[src/design/pddm_pkg.sv]
// Package for the PD differential-drive mixer: field widths, derived arithmetic widths,
// register indexes, reset values and the controller/datapath command and status types.
// Depends on nothing; every other design file depends on it.
package pddm_pkg;

    // Field widths fixed by the interface.
    localparam int DEV_W   = 16;
    localparam int TS_W    = 32;
    localparam int GAIN_W  = 10;
    localparam int BASE_W  = 10;
    localparam int MAX_W   = 8;
    localparam int PWM_W   = 8;

    // Configuration port.
    localparam int CFG_DATA_W = 10;
    localparam int CFG_IDX_W  = 3;

    typedef enum logic [CFG_IDX_W-1:0] {
        CFG_BASE_SPEED  = 3'd0,
        CFG_MAX_SPEED   = 3'd1,
        CFG_KP_Q8       = 3'd2,
        CFG_KD_Q8       = 3'd3,
        CFG_MIX_GAIN_Q8 = 3'd4
    } t_cfg_idx;

    localparam logic [BASE_W-1:0] BASE_SPEED_RST  = BASE_W'(150);
    localparam logic [MAX_W-1:0]  MAX_SPEED_RST   = MAX_W'(90);
    localparam logic [GAIN_W-1:0] KP_Q8_RST       = GAIN_W'(51);
    localparam logic [GAIN_W-1:0] KD_Q8_RST       = GAIN_W'(77);
    localparam logic [GAIN_W-1:0] MIX_GAIN_Q8_RST = GAIN_W'(166);

    localparam int GAIN_FRAC_BITS_DEF = 8;

    // Derived arithmetic widths.
    localparam int DIFF_W  = DEV_W + 1;             // deviation change
    localparam int P_W     = DEV_W + GAIN_W;        // deviation * kp
    localparam int KDD_W   = GAIN_W + DIFF_W;       // kd * change
    localparam int NUM_W   = P_W + TS_W + 1;        // full signed numerator
    localparam int MAG_W   = NUM_W - 1;             // numerator magnitude, quotient bits
    localparam int CNT_W   = $clog2(MAG_W);
    localparam int CORR_W  = P_W + 2;               // signed correction
    localparam int MIXED_W = CORR_W + GAIN_W;       // correction * mixing gain
    localparam int SUM_W   = MIXED_W + 1;           // scaled wheel speed

    typedef struct packed {
        logic load_in;
        logic prod;
        logic scale;
        logic sum;
        logic div_load;
        logic div_step;
        logic sign;
        logic mix;
        logic wheel;
        logic load_out;
    } t_dp_cmd;

    typedef struct packed {
        logic div_last;
    } t_dp_status;

endpackage

[src/design/pddm_in_if.sv]
// Input channel of the PD mixer: valid/ready handshake with deviation and timestamp.
// Depends on pddm_pkg for the field widths.
interface pddm_in_if;
    logic                               valid;
    logic                               ready;
    logic signed [pddm_pkg::DEV_W-1:0]  deviation;
    logic        [pddm_pkg::TS_W-1:0]   timestamp_us;

    modport source (output valid, output deviation, output timestamp_us, input ready);
    modport sink   (input valid, input deviation, input timestamp_us, output ready);
endinterface

[src/design/pddm_out_if.sv]
// Output channel of the PD mixer: valid/ready handshake with both wheel commands.
// Depends on pddm_pkg for the field widths.
interface pddm_out_if;
    logic                          valid;
    logic                          ready;
    logic                          left_forward;
    logic [pddm_pkg::PWM_W-1:0]    left_pwm;
    logic                          right_forward;
    logic [pddm_pkg::PWM_W-1:0]    right_pwm;

    modport source (output valid, output left_forward, output left_pwm,
                    output right_forward, output right_pwm, input ready);
    modport sink   (input valid, input left_forward, input left_pwm,
                    input right_forward, input right_pwm, output ready);
endinterface

[src/design/pddm_ctrl.sv]
// Sequencing state machine of the PD mixer: steps the datapath through each item.
// Depends on pddm_pkg for the command and status structs.
module pddm_ctrl (
    input  logic                 i_clk,
    input  logic                 i_rst_n,
    input  logic                 i_in_valid,
    output logic                 o_in_ready,
    input  logic                 i_out_ready,
    output logic                 o_out_valid,
    output pddm_pkg::t_dp_cmd    o_cmd,
    input  pddm_pkg::t_dp_status i_status
);
    import pddm_pkg::*;

    typedef enum logic [3:0] {
        S_IDLE,
        S_PROD,
        S_SCALE,
        S_SUM,
        S_LOAD,
        S_DIVIDE,
        S_SIGN,
        S_MIX,
        S_WHEEL,
        S_OUT
    } t_state;

    t_state r_state, n_state;
    logic   r_out_valid, n_out_valid;
    logic   w_slot_free;

    assign w_slot_free = !r_out_valid || i_out_ready;
    assign o_in_ready  = (r_state == S_IDLE);
    assign o_out_valid = r_out_valid;

    always_comb begin
        o_cmd          = '0;
        n_state        = r_state;
        o_cmd.load_in  = (r_state == S_IDLE) && i_in_valid;
        o_cmd.prod     = (r_state == S_PROD);
        o_cmd.scale    = (r_state == S_SCALE);
        o_cmd.sum      = (r_state == S_SUM);
        o_cmd.div_load = (r_state == S_LOAD);
        o_cmd.div_step = (r_state == S_DIVIDE);
        o_cmd.sign     = (r_state == S_SIGN);
        o_cmd.mix      = (r_state == S_MIX);
        o_cmd.wheel    = (r_state == S_WHEEL);
        o_cmd.load_out = (r_state == S_OUT) && w_slot_free;
        case (r_state)
            S_IDLE: begin
                if (i_in_valid) begin
                    n_state = S_PROD;
                end
            end
            S_PROD:   n_state = S_SCALE;
            S_SCALE:  n_state = S_SUM;
            S_SUM:    n_state = S_LOAD;
            S_LOAD:   n_state = S_DIVIDE;
            S_DIVIDE: begin
                if (i_status.div_last) begin
                    n_state = S_SIGN;
                end
            end
            S_SIGN:   n_state = S_MIX;
            S_MIX:    n_state = S_WHEEL;
            S_WHEEL:  n_state = S_OUT;
            S_OUT: begin
                if (w_slot_free) begin
                    n_state = S_IDLE;
                end
            end
            default:  n_state = S_IDLE;
        endcase
    end

    // A new result may only be loaded once the previous one has been taken.
    always_comb begin
        n_out_valid = r_out_valid;
        if (o_cmd.load_out) begin
            n_out_valid = 1'b1;
        end else if (i_out_ready) begin
            n_out_valid = 1'b0;
        end
    end

    always_ff @(posedge i_clk) begin
        if (!i_rst_n) begin
            r_state     <= S_IDLE;
            r_out_valid <= 1'b0;
        end else begin
            r_state     <= n_state;
            r_out_valid <= n_out_valid;
        end
    end

endmodule

[src/design/pddm_datapath.sv]
// Datapath of the PD mixer: sample history, gain products, restoring divider,
// mixing and wheel clamp, each step enabled by a controller command.
// Depends on pddm_pkg for widths and the command and status structs.
module pddm_datapath #(
    parameter int GAIN_FRAC_BITS = pddm_pkg::GAIN_FRAC_BITS_DEF
) (
    input  logic                               i_clk,
    input  logic                               i_rst_n,
    input  pddm_pkg::t_dp_cmd                  i_cmd,
    output pddm_pkg::t_dp_status               o_status,
    input  logic signed [pddm_pkg::DEV_W-1:0]  i_deviation,
    input  logic        [pddm_pkg::TS_W-1:0]   i_timestamp_us,
    input  logic        [pddm_pkg::BASE_W-1:0] i_base_speed,
    input  logic        [pddm_pkg::MAX_W-1:0]  i_max_speed,
    input  logic        [pddm_pkg::GAIN_W-1:0] i_kp_q8,
    input  logic        [pddm_pkg::GAIN_W-1:0] i_kd_q8,
    input  logic        [pddm_pkg::GAIN_W-1:0] i_mix_gain_q8,
    output logic                               o_left_forward,
    output logic        [pddm_pkg::PWM_W-1:0]  o_left_pwm,
    output logic                               o_right_forward,
    output logic        [pddm_pkg::PWM_W-1:0]  o_right_pwm
);
    import pddm_pkg::*;

    localparam int FRAC  = GAIN_FRAC_BITS;
    localparam int DIV_W = TS_W + FRAC;     // divisor is elapsed * 2^FRAC

    typedef struct packed {
        logic             fwd;
        logic [PWM_W-1:0] pwm;
    } t_wheel;

    // Sample history.
    logic signed [DEV_W-1:0]   r_prev_error;
    logic        [TS_W-1:0]    r_prev_time;

    // Pipeline of the computation.
    logic signed [DEV_W-1:0]   r_dev;
    logic signed [DIFF_W-1:0]  r_diff;
    logic        [TS_W-1:0]    r_e;
    logic                      r_kd_en;
    logic signed [P_W-1:0]     r_pk;
    logic signed [KDD_W-1:0]   r_kdd;
    logic signed [NUM_W-1:0]   r_pke;
    logic signed [NUM_W-1:0]   r_num;
    logic                      r_neg;
    logic        [MAG_W-1:0]   r_quo;
    logic        [DIV_W:0]     r_rem;
    logic        [DIV_W-1:0]   r_den;
    logic        [CNT_W-1:0]   r_cnt;
    logic signed [CORR_W-1:0]  r_corr;
    logic signed [MIXED_W-1:0] r_mixed;
    logic signed [SUM_W-1:0]   r_xl;
    logic signed [SUM_W-1:0]   r_xr;
    logic                      r_left_fwd;
    logic        [PWM_W-1:0]   r_left_pwm;
    logic                      r_right_fwd;
    logic        [PWM_W-1:0]   r_right_pwm;

    logic        [TS_W-1:0]    w_elapsed;
    logic signed [DIFF_W-1:0]  w_diff;
    logic signed [P_W-1:0]     w_dev_x;
    logic signed [P_W-1:0]     w_kp_x;
    logic signed [KDD_W-1:0]   w_kd_x;
    logic signed [KDD_W-1:0]   w_diff_x;
    logic signed [NUM_W-1:0]   w_pk_x;
    logic signed [NUM_W-1:0]   w_e_x;
    logic signed [NUM_W-1:0]   w_num_abs;
    logic        [DIV_W:0]     w_rem_sh;
    logic                      w_qbit;
    logic signed [CORR_W-1:0]  w_q;
    logic signed [MIXED_W-1:0] w_corr_x;
    logic signed [MIXED_W-1:0] w_mix_x;
    logic signed [SUM_W-1:0]   w_base_x;
    logic signed [SUM_W-1:0]   w_mixed_x;
    t_wheel                    w_left;
    t_wheel                    w_right;

    // Truncation toward zero of x / 2^FRAC is the magnitude shifted right; a result
    // of zero counts as forward.
    function automatic t_wheel wheel_calc(input logic signed [SUM_W-1:0] x,
                                          input logic [MAX_W-1:0] lim);
        logic [SUM_W-1:0] a;
        logic [SUM_W-1:0] mag;
        t_wheel           w;
        a     = x[SUM_W-1] ? SUM_W'(-x) : SUM_W'(x);
        mag   = a >> FRAC;
        w.fwd = !x[SUM_W-1] || (mag == '0);
        w.pwm = (mag > SUM_W'(lim)) ? lim : mag[PWM_W-1:0];
        return w;
    endfunction

    assign w_elapsed = i_timestamp_us - r_prev_time;
    assign w_diff    = DIFF_W'(i_deviation) - DIFF_W'(r_prev_error);

    assign w_dev_x   = P_W'(r_dev);
    assign w_kp_x    = P_W'($signed({1'b0, i_kp_q8}));
    assign w_kd_x    = KDD_W'($signed({1'b0, i_kd_q8}));
    assign w_diff_x  = KDD_W'(r_diff);
    assign w_pk_x    = NUM_W'(r_pk);
    assign w_e_x     = NUM_W'($signed({1'b0, r_e}));
    assign w_num_abs = r_num[NUM_W-1] ? -r_num : r_num;

    // One restoring division step per cycle, quotient bits shift in behind the dividend.
    assign w_rem_sh  = {r_rem[DIV_W-1:0], r_quo[MAG_W-1]};
    assign w_qbit    = (w_rem_sh >= {1'b0, r_den});

    assign w_q       = $signed({1'b0, r_quo[CORR_W-2:0]});
    assign w_corr_x  = MIXED_W'(r_corr);
    assign w_mix_x   = MIXED_W'($signed({1'b0, i_mix_gain_q8}));
    assign w_base_x  = SUM_W'($signed({1'b0, i_base_speed, {FRAC{1'b0}}}));
    assign w_mixed_x = SUM_W'(r_mixed);

    assign w_left    = wheel_calc(r_xl, i_max_speed);
    assign w_right   = wheel_calc(r_xr, i_max_speed);

    assign o_status.div_last = (r_cnt == CNT_W'(MAG_W - 1));

    always_ff @(posedge i_clk) begin
        if (!i_rst_n) begin
            r_prev_error <= '0;
            r_prev_time  <= TS_W'(1);
        end else if (i_cmd.load_in) begin
            r_prev_error <= i_deviation;
            r_prev_time  <= i_timestamp_us;
        end
    end

    always_ff @(posedge i_clk) begin
        if (i_cmd.load_in) begin
            r_dev   <= i_deviation;
            r_diff  <= w_diff;
            // With no time elapsed the derivative drops out and the divisor is 2^FRAC.
            r_e     <= (w_elapsed == '0) ? TS_W'(1) : w_elapsed;
            r_kd_en <= (w_elapsed != '0);
        end
        if (i_cmd.prod) begin
            r_pk  <= w_dev_x * w_kp_x;
            r_kdd <= r_kd_en ? (w_kd_x * w_diff_x) : '0;
        end
        if (i_cmd.scale) begin
            r_pke <= w_pk_x * w_e_x;
        end
        if (i_cmd.sum) begin
            r_num <= r_pke + NUM_W'(r_kdd);
        end
        if (i_cmd.div_load) begin
            r_neg <= r_num[NUM_W-1];
            r_quo <= w_num_abs[MAG_W-1:0];
            r_rem <= '0;
            r_den <= {r_e, {FRAC{1'b0}}};
            r_cnt <= '0;
        end else if (i_cmd.div_step) begin
            r_rem <= w_qbit ? (w_rem_sh - {1'b0, r_den}) : w_rem_sh;
            r_quo <= {r_quo[MAG_W-2:0], w_qbit};
            r_cnt <= r_cnt + CNT_W'(1);
        end
        if (i_cmd.sign) begin
            r_corr <= r_neg ? -w_q : w_q;
        end
        if (i_cmd.mix) begin
            r_mixed <= w_corr_x * w_mix_x;
        end
        if (i_cmd.wheel) begin
            r_xl <= w_base_x - w_mixed_x;
            r_xr <= w_base_x + w_mixed_x;
        end
        if (i_cmd.load_out) begin
            r_left_fwd  <= w_left.fwd;
            r_left_pwm  <= w_left.pwm;
            r_right_fwd <= w_right.fwd;
            r_right_pwm <= w_right.pwm;
        end
    end

    assign o_left_forward  = r_left_fwd;
    assign o_left_pwm      = r_left_pwm;
    assign o_right_forward = r_right_fwd;
    assign o_right_pwm     = r_right_pwm;

endmodule

[src/design/pd_differential_drive_mixer_core.sv]
// PD differential-drive mixer, top level: configuration registers, controller and datapath.
// The block takes one item at a time and accepts the next only once the result is in the
// output register; the 58-step restoring divider forms the correction quotient.
// Reset (synchronous, active low) restores register defaults, clears the sample history
// to deviation 0 at time 1 and empties the output register; no clearing pass is needed.
module pd_differential_drive_mixer_core #(
    parameter int GAIN_FRAC_BITS = pddm_pkg::GAIN_FRAC_BITS_DEF
) (
    input  logic                                 i_clk,
    input  logic                                 i_rst_n,
    pddm_in_if.sink                              i_in,
    pddm_out_if.source                           o_out,
    input  logic                                 i_cfg_we,
    input  logic [pddm_pkg::CFG_IDX_W-1:0]       i_cfg_idx,
    input  logic [pddm_pkg::CFG_DATA_W-1:0]      i_cfg_data
);
    import pddm_pkg::*;

    // Configuration registers. The host must write them only while the block is idle;
    // the block itself does not enforce this. The datapath reads them directly with no
    // shadow copy. Writes to an index past the last register are dropped.
    logic [BASE_W-1:0] r_base_speed;
    logic [MAX_W-1:0]  r_max_speed;
    logic [GAIN_W-1:0] r_kp_q8;
    logic [GAIN_W-1:0] r_kd_q8;
    logic [GAIN_W-1:0] r_mix_gain_q8;

    always_ff @(posedge i_clk) begin
        if (!i_rst_n) begin
            r_base_speed  <= BASE_SPEED_RST;
            r_max_speed   <= MAX_SPEED_RST;
            r_kp_q8       <= KP_Q8_RST;
            r_kd_q8       <= KD_Q8_RST;
            r_mix_gain_q8 <= MIX_GAIN_Q8_RST;
        end else if (i_cfg_we) begin
            case (i_cfg_idx)
                CFG_BASE_SPEED:  r_base_speed  <= i_cfg_data[BASE_W-1:0];
                CFG_MAX_SPEED:   r_max_speed   <= i_cfg_data[MAX_W-1:0];
                CFG_KP_Q8:       r_kp_q8       <= i_cfg_data[GAIN_W-1:0];
                CFG_KD_Q8:       r_kd_q8       <= i_cfg_data[GAIN_W-1:0];
                CFG_MIX_GAIN_Q8: r_mix_gain_q8 <= i_cfg_data[GAIN_W-1:0];
                default: begin
                end
            endcase
        end
    end

    // The controller walks each item through the datapath: capture and history
    // update, the two gain products, scaling by elapsed time, the numerator sum, the
    // divider load, one quotient bit per cycle, sign restore, mixing, the two wheel
    // sums, and finally the clamp into the output register. The output register
    // lets a finished result wait for the sink while the next input is already taken.
    t_dp_cmd    w_cmd;
    t_dp_status w_status;

    pddm_ctrl u_ctrl (
        .i_clk       (i_clk),
        .i_rst_n     (i_rst_n),
        .i_in_valid  (i_in.valid),
        .o_in_ready  (i_in.ready),
        .i_out_ready (o_out.ready),
        .o_out_valid (o_out.valid),
        .o_cmd       (w_cmd),
        .i_status    (w_status)
    );

    pddm_datapath #(
        .GAIN_FRAC_BITS (GAIN_FRAC_BITS)
    ) u_datapath (
        .i_clk           (i_clk),
        .i_rst_n         (i_rst_n),
        .i_cmd           (w_cmd),
        .o_status        (w_status),
        .i_deviation     (i_in.deviation),
        .i_timestamp_us  (i_in.timestamp_us),
        .i_base_speed    (r_base_speed),
        .i_max_speed     (r_max_speed),
        .i_kp_q8         (r_kp_q8),
        .i_kd_q8         (r_kd_q8),
        .i_mix_gain_q8   (r_mix_gain_q8),
        .o_left_forward  (o_out.left_forward),
        .o_left_pwm      (o_out.left_pwm),
        .o_right_forward (o_out.right_forward),
        .o_right_pwm     (o_out.right_pwm)
    );

    // Once an item is taken, the block is busy and refuses the next one.
    assert property (@(posedge i_clk) disable iff (!i_rst_n)
        (i_in.valid && i_in.ready) |=> !i_in.ready)
        else $error("input taken while an item is still being computed");

    // A result never overwrites one that the sink has not taken.
    assert property (@(posedge i_clk) disable iff (!i_rst_n)
        w_cmd.load_out |-> (!o_out.valid || o_out.ready))
        else $error("output register loaded over a pending result");

    // The divider runs exactly one step per quotient bit before the sign is restored.
    assert property (@(posedge i_clk) disable iff (!i_rst_n)
        w_cmd.div_load |-> ##(MAG_W + 1) w_cmd.sign)
        else $error("divider did not finish in the expected number of steps");

endmodule

[src/flat_wrapper.sv]
// flat-port wrapper written by rule: the top's interface ports become plain ports
module pd_differential_drive_mixer_core_flat import pddm_pkg::*;
#(
    parameter int GAIN_FRAC_BITS = pddm_pkg::GAIN_FRAC_BITS_DEF
)
  (i_clk, i_rst_n, i_cfg_we, i_cfg_idx, i_cfg_data, i_in_valid, i_in_deviation, i_in_timestamp_us, i_in_ready, o_out_valid, o_out_left_forward, o_out_left_pwm, o_out_right_forward, o_out_right_pwm, o_out_ready);
  pddm_in_if i_in_i ();
  pddm_out_if o_out_i ();
  input  logic i_clk;
  input  logic i_rst_n;
  input  logic i_cfg_we;
  input  logic [pddm_pkg::CFG_IDX_W-1:0] i_cfg_idx;
  input  logic [pddm_pkg::CFG_DATA_W-1:0] i_cfg_data;
  input wire logic [$bits(i_in_i.valid)-1:0] i_in_valid;
  input wire logic [$bits(i_in_i.deviation)-1:0] i_in_deviation;
  input wire logic [$bits(i_in_i.timestamp_us)-1:0] i_in_timestamp_us;
  output wire logic [$bits(i_in_i.ready)-1:0] i_in_ready;
  output wire logic [$bits(o_out_i.valid)-1:0] o_out_valid;
  output wire logic [$bits(o_out_i.left_forward)-1:0] o_out_left_forward;
  output wire logic [$bits(o_out_i.left_pwm)-1:0] o_out_left_pwm;
  output wire logic [$bits(o_out_i.right_forward)-1:0] o_out_right_forward;
  output wire logic [$bits(o_out_i.right_pwm)-1:0] o_out_right_pwm;
  input wire logic [$bits(o_out_i.ready)-1:0] o_out_ready;
  assign i_in_i.valid = i_in_valid;
  assign i_in_i.deviation = i_in_deviation;
  assign i_in_i.timestamp_us = i_in_timestamp_us;
  assign i_in_ready = i_in_i.ready;
  assign o_out_valid = o_out_i.valid;
  assign o_out_left_forward = o_out_i.left_forward;
  assign o_out_left_pwm = o_out_i.left_pwm;
  assign o_out_right_forward = o_out_i.right_forward;
  assign o_out_right_pwm = o_out_i.right_pwm;
  assign o_out_i.ready = o_out_ready;
  pd_differential_drive_mixer_core #(.GAIN_FRAC_BITS(GAIN_FRAC_BITS)) u_core (.i_clk(i_clk), .i_rst_n(i_rst_n), .i_in(i_in_i), .o_out(o_out_i), .i_cfg_we(i_cfg_we), .i_cfg_idx(i_cfg_idx), .i_cfg_data(i_cfg_data));
endmodule
[config.mk]
export PLATFORM = sky130hd
export DESIGN_NAME = pd_differential_drive_mixer_core_flat
export DESIGN_NICKNAME = d
export VERILOG_FILES = /design/src/design/pddm_pkg.sv /design/src/design/pddm_in_if.sv /design/src/design/pddm_out_if.sv /design/src/design/pddm_ctrl.sv /design/src/design/pddm_datapath.sv /design/src/design/pd_differential_drive_mixer_core.sv /design/src/flat_wrapper.sv
export SDC_FILE = /design/constraint.sdc
export NUM_CORES = 2
export LEC_CHECK = 0
export BUFFER_PORTS_ARGS = -buffer_cell sky130_fd_sc_hd__buf_2
export CORE_MARGIN = 1
export CORE_UTILIZATION = 40
export DETAILED_ROUTE_END_ITERATION = 8
export PLACE_DENSITY_LB_ADDON = 0.3
export SKIP_CTS_REPAIR_TIMING = 1
export SLEW_MARGIN = 40
export SYNTH_ARGS = -nofsm -noshare
export SYNTH_HDL_FRONTEND = slang
export SYNTH_SLANG_ARGS = --single-unit
[constraint.sdc]
create_clock -name i_clk -period 9 [get_ports i_clk]
set_input_delay 0 -clock i_clk [delete_from_list [all_inputs] [get_ports i_clk]]
set_output_delay 0 -clock i_clk [all_outputs]
set_load 0.03 [all_outputs]
==> metrics.txt <==
# TYPE chip_impl_metric gauge
chip_impl_metric{name="numClockSinks",unit=""} 636
chip_impl_metric{name="via_density_per_instance",unit=""} 5.13
chip_impl_metric{name="timing.final.crit_period",unit="ps"} 8420
chip_impl_metric{name="track_usage",unit=""} 0.199
chip_impl_metric{name="clkTransAtPathRegs",unit="ps"} 60
chip_impl_metric{name="gp_congestion",unit=""} 0.871
chip_impl_info{name="cts_tree",value="done"} 1
chip_impl_metric{name="drc",unit=""} 0
chip_impl_metric{name="antenna_violating_nets_post_route",unit=""} 0
chip_impl_info{name="synth_area_leader_cell",value="sky130_fd_sc_hd__fa_1"} 1
chip_impl_metric{name="finalHoldWorstSlack",unit="ps"} -21.7
chip_impl_info{name="hold_path_startpoint",value="i_cfg_idx[1]"} 1
chip_impl_metric{name="cp_data_arrival_time",unit="ps"} 8860
chip_impl_metric{name="clk_path_buf_depth",unit=""} 3
chip_impl_metric{name="vias_in_the_first_global_route",unit=""} 62500
chip_impl_info{name="worstSetupStartpointType",value="register"} 1
chip_impl_info{name="setup.worst_path.end",value="u_core.u_datapath.r_pke[57]"} 1
chip_impl_metric{name="timing.clock.skew",unit="ps"} 46.8
chip_impl_metric{name="r2r_setup_slack",unit="ps"} 580
chip_impl_metric{name="wl_per_cell",unit="um"} 17.8
chip_impl_metric{name="syn2layout_area_growth",unit="%"} 8.76
chip_impl_metric{name="post_synth_inst_count",unit=""} 8681
chip_impl_info{name="rsz0062_at_grt",value="no"} 1
chip_impl_metric{name="grt_total_ovfl",unit=""} 0
chip_impl_metric{name="initial_core_util",unit=""} 0.402
chip_impl_metric{name="numCtsBuffers",unit=""} 81
chip_impl_metric{name="place.port_buffers",unit=""} 85
chip_impl_metric{name="finalHoldViolCount",unit=""} 13
chip_impl_metric{name="slowest_delay",unit="ps"} 770
chip_impl_metric{name="synth_largest_type_area_fraction",unit=""} 0.305
chip_impl_info{name="cts-root-buf",value="sky130_fd_sc_hd__clkbuf_16"} 1
chip_impl_metric{name="design.die.area",unit="um2"} 207000
chip_impl_metric{name="worstPathMaxFanout",unit=""} 18
chip_impl_metric{name="dp_hpwl",unit="um"} 164000
chip_impl_metric{name="synth_enable_flop_cells",unit=""} 489
chip_impl_info{name="critical_path_class",value="reg -> reg"} 1
chip_impl_metric{name="synth-seq-cells",unit=""} 636
chip_impl_metric{name="syn_avg_cell_area",unit="um2"} 9.47
chip_impl_metric{name="grt_max_degree",unit=""} 91
chip_impl_info{name="yosys-top-cells-area",value="sky130_fd_sc_hd__fa_1 31%, sky130_fd_sc_hd__edfxtp_1 18%, sky130_fd_sc_hd__ha_1 9.3%"} 1
chip_impl_metric{name="cp_data_required_time",unit="ps"} 9440
chip_impl_metric{name="clock.fmax",unit="GHz"} 0.119
chip_impl_metric{name="syn_area",unit="um2"} 82200
chip_impl_metric{name="drtPass1Iterations",unit=""} 5
chip_impl_metric{name="placed_area",unit="um2"} 85500
chip_impl_metric{name="coreArea",unit="um2"} 204000
chip_impl_info{name="worstSetupStartpoint",value="u_core.u_datapath.r_pk[2]"} 1
chip_impl_metric{name="via_count",unit=""} 58700
chip_impl_metric{name="insertion_delay",unit="ps"} 730
chip_impl_metric{name="finalSetupViolations",unit=""} 0
chip_impl_metric{name="drt_iter0_drc",unit=""} 3494
chip_impl_metric{name="first_pass_grt_wire_length",unit="um"} 334000
chip_impl_metric{name="reg2regPathDepth",unit=""} 25
chip_impl_info{name="failed_checks",value="hold timing"} 1
chip_impl_metric{name="slew_headroom",unit=""} 0.416
chip_impl_metric{name="final_nets",unit=""} 10600
chip_impl_info{name="layout_commonest_cell",value="sky130_fd_sc_hd__inv_1"} 1
chip_impl_metric{name="synth-seq-area-share",unit=""} 0.214
chip_impl_metric{name="fp.dieW",unit="um"} 455
chip_impl_info{name="top_library_cells_by_usage_in_the_layout_fill_and_taps_aside",value="1482 x sky130_fd_sc_hd__inv_1, 1253 x sky130_fd_sc_hd__fa_1, 1217 x sky130_fd_sc_hd__nand2_1"} 1
chip_impl_metric{name="ports",unit=""} 86
chip_impl_info{name="hp-class",value="in -> reg"} 1
chip_impl_info{name="path_common_cell",value="sky130_fd_sc_hd__fa_1"} 1
chip_impl_info{name="cpLargestDelayFamily",value="adder cells"} 1
chip_impl_metric{name="timing.critical_path.depth",unit=""} 25
chip_impl_metric{name="cap_viol_max_count",unit=""} 0
chip_impl_info{name="worstReg2RegStart",value="u_core.u_datapath.r_pk[2]"} 1
chip_impl_metric{name="synth.net_count",unit=""} 10600
chip_impl_metric{name="fin_max_slew_vios",unit=""} 0
chip_impl_metric{name="drt-total-wl",unit="um"} 204000
chip_impl_info{name="run_status",value="complete, but fails checks"} 1
chip_impl_metric{name="number_of_antenna_violations_at_the_first_check_in_global_routing",unit=""} 3
chip_impl_metric{name="yosysWarnings",unit=""} 0
chip_impl_metric{name="cts.htree.levels",unit=""} 3
chip_impl_metric{name="period_utilization_post_route",unit=""} 0.935
chip_impl_metric{name="die-height",unit="um"} 455
chip_impl_metric{name="cell_area_after_layout",unit="um2"} 89400
chip_impl_info{name="critical_path_slowest_stage_cell",value="sky130_fd_sc_hd__edfxtp_1"} 1
chip_impl_metric{name="max_slew.worst_pin.slew",unit="ps"} 876
chip_impl_metric{name="drive_above_1_share",unit=""} 0.0456
chip_impl_info{name="worstReg2RegEnd",value="u_core.u_datapath.r_pke[57]"} 1
chip_impl_metric{name="synth-async-reset-ratio",unit=""} 0
chip_impl_metric{name="core_rows",unit=""} 166
chip_impl_info{name="crit_path_end_kind",value="register"} 1
chip_impl_metric{name="path_buf_inv",unit=""} 5
chip_impl_metric{name="synth_cell_types",unit=""} 80
chip_impl_info{name="ys_dominant_reg_cell",value="sky130_fd_sc_hd__edfxtp_1"} 1
chip_impl_metric{name="tns",unit="ps"} 0
-- cell usage after synthesis (37+ instances only) --
| master | n |
|---|---|
| sky130_fd_sc_hd__dfxtp_1 | 147 |
| sky130_fd_sc_hd__o21a_1 | 52 |
| sky130_fd_sc_hd__or3_1 | 44 |
| sky130_fd_sc_hd__a21o_1 | 138 |
| sky130_fd_sc_hd__nor3_1 | 82 |
| sky130_fd_sc_hd__clkbuf_1 | 355 |
| sky130_fd_sc_hd__nand2b_1 | 61 |
| sky130_fd_sc_hd__a21oi_1 | 279 |
| sky130_fd_sc_hd__o21ai_0 | 269 |
| sky130_fd_sc_hd__xnor2_1 | 276 |
| sky130_fd_sc_hd__xor2_1 | 149 |
| sky130_fd_sc_hd__and2_1 | 722 |
| sky130_fd_sc_hd__o21bai_1 | 54 |
| sky130_fd_sc_hd__inv_1 | 1484 |
| sky130_fd_sc_hd__nor2b_1 | 52 |
| sky130_fd_sc_hd__nand2_1 | 1220 |
| sky130_fd_sc_hd__nand4_1 | 37 |
| sky130_fd_sc_hd__nand3_1 | 99 |
| sky130_fd_sc_hd__a21boi_0 | 90 |
| sky130_fd_sc_hd__edfxtp_1 | 489 |
| sky130_fd_sc_hd__nor2_1 | 236 |
| sky130_fd_sc_hd__fa_1 | 1253 |
| sky130_fd_sc_hd__and3_1 | 37 |
| sky130_fd_sc_hd__ha_1 | 610 |
-- worst min-delay path: cells and delay by family --
kind	cells	cell delay [ps]
AND/OR/NAND/NOR	2	380
buffers and inverters	1	170
AO/OA/AOI/OAI	1	60
-- layout make-up --
class	count	area (um2)
fillers	19600	115000
multi-input cells	6189	57700
flip-flops and latches	636	17600
inverters	1485	5580
well taps	2688	3360
repair buffers	281	2250
clock buffers	95	2170
clock inverters	56	732
diodes	1	2.50
-- cells by family (layout without fill, tap and decap cells) --
kind of cell | count (synthesis) | in the layout | share of synthesized area
multiplexers | 54 | 54 | 0.00685
AND/OR/NAND/NOR | 2706 | 2706 | 0.161
buffers and inverters | 1856 | 1917 | 0.0849
other | 0 | 1 | 0
XOR/XNOR | 425 | 425 | 0.0453
AO/OA/AOI/OAI | 1141 | 1141 | 0.0900
adder cells (fa/ha/maj) | 1863 | 1863 | 0.398
flip-flops | 636 | 636 | 0.214
-- how the worst min path moves through the flow --
stage / slack, ps / end / cells after the start
6_report: -20 / u_core.r_kd_q8[9] / 4
5_1_grt: 6 / u_core.r_kd_q8[5] / 4
4_1_cts: -540 / u_core.u_datapath.r_dev[6] / 1
3_5_place_dp: 240 / u_core.u_datapath.r_dev[6] / 1
3_3_place_gp: 250 / u_core.u_datapath.r_dev[10] / 1
2_1_floorplan: 100 / u_core.u_datapath.r_dev[0] / 0
-- layer usage --
layer  wire (um)  global-route usage  vias up
li1            -                   -    27600
met1       88800               0.259    29500
met2       98800               0.346     1376
met3       11200              0.0285      269
met4        4900              0.0536        0
met5           0                   0        -
-- registers in the layout, indices dropped and copies added (netlist names), 17 cells and up --
name                           cells
u_core.u_datapath.r_diff          17
u_core.u_datapath.r_corr          28
u_core.u_datapath.r_e             32
u_core.u_datapath.r_mixed         38
u_core.u_datapath.r_xr            38
u_core.u_datapath.r_quo           58
u_core.u_datapath.r_num           59
u_core.u_datapath.r_den           32
u_core.u_datapath.r_prev_time     32
u_core.u_datapath.r_pke           59
u_core.u_datapath.r_kdd           27
u_core.u_datapath.r_pk            26
u_core.u_datapath.r_xl            39
u_core.u_datapath.r_rem           40
-- metrics by stage --
step | std cells | utilization | setup WS, ps
final | 11400 | 0.438 | 584
after global placement | 11200 | 0.417 | 121
after floorplan | 8681 | - | 1670
after CTS | 11300 | 0.433 | 595
after detailed placement | 11200 | 0.418 | 633
after global routing | 11400 | 0.438 | 195
Power is left out: the tool's default activity adds up to more than one toggle a clock period on the data nets, which glitch-free logic cannot reach.
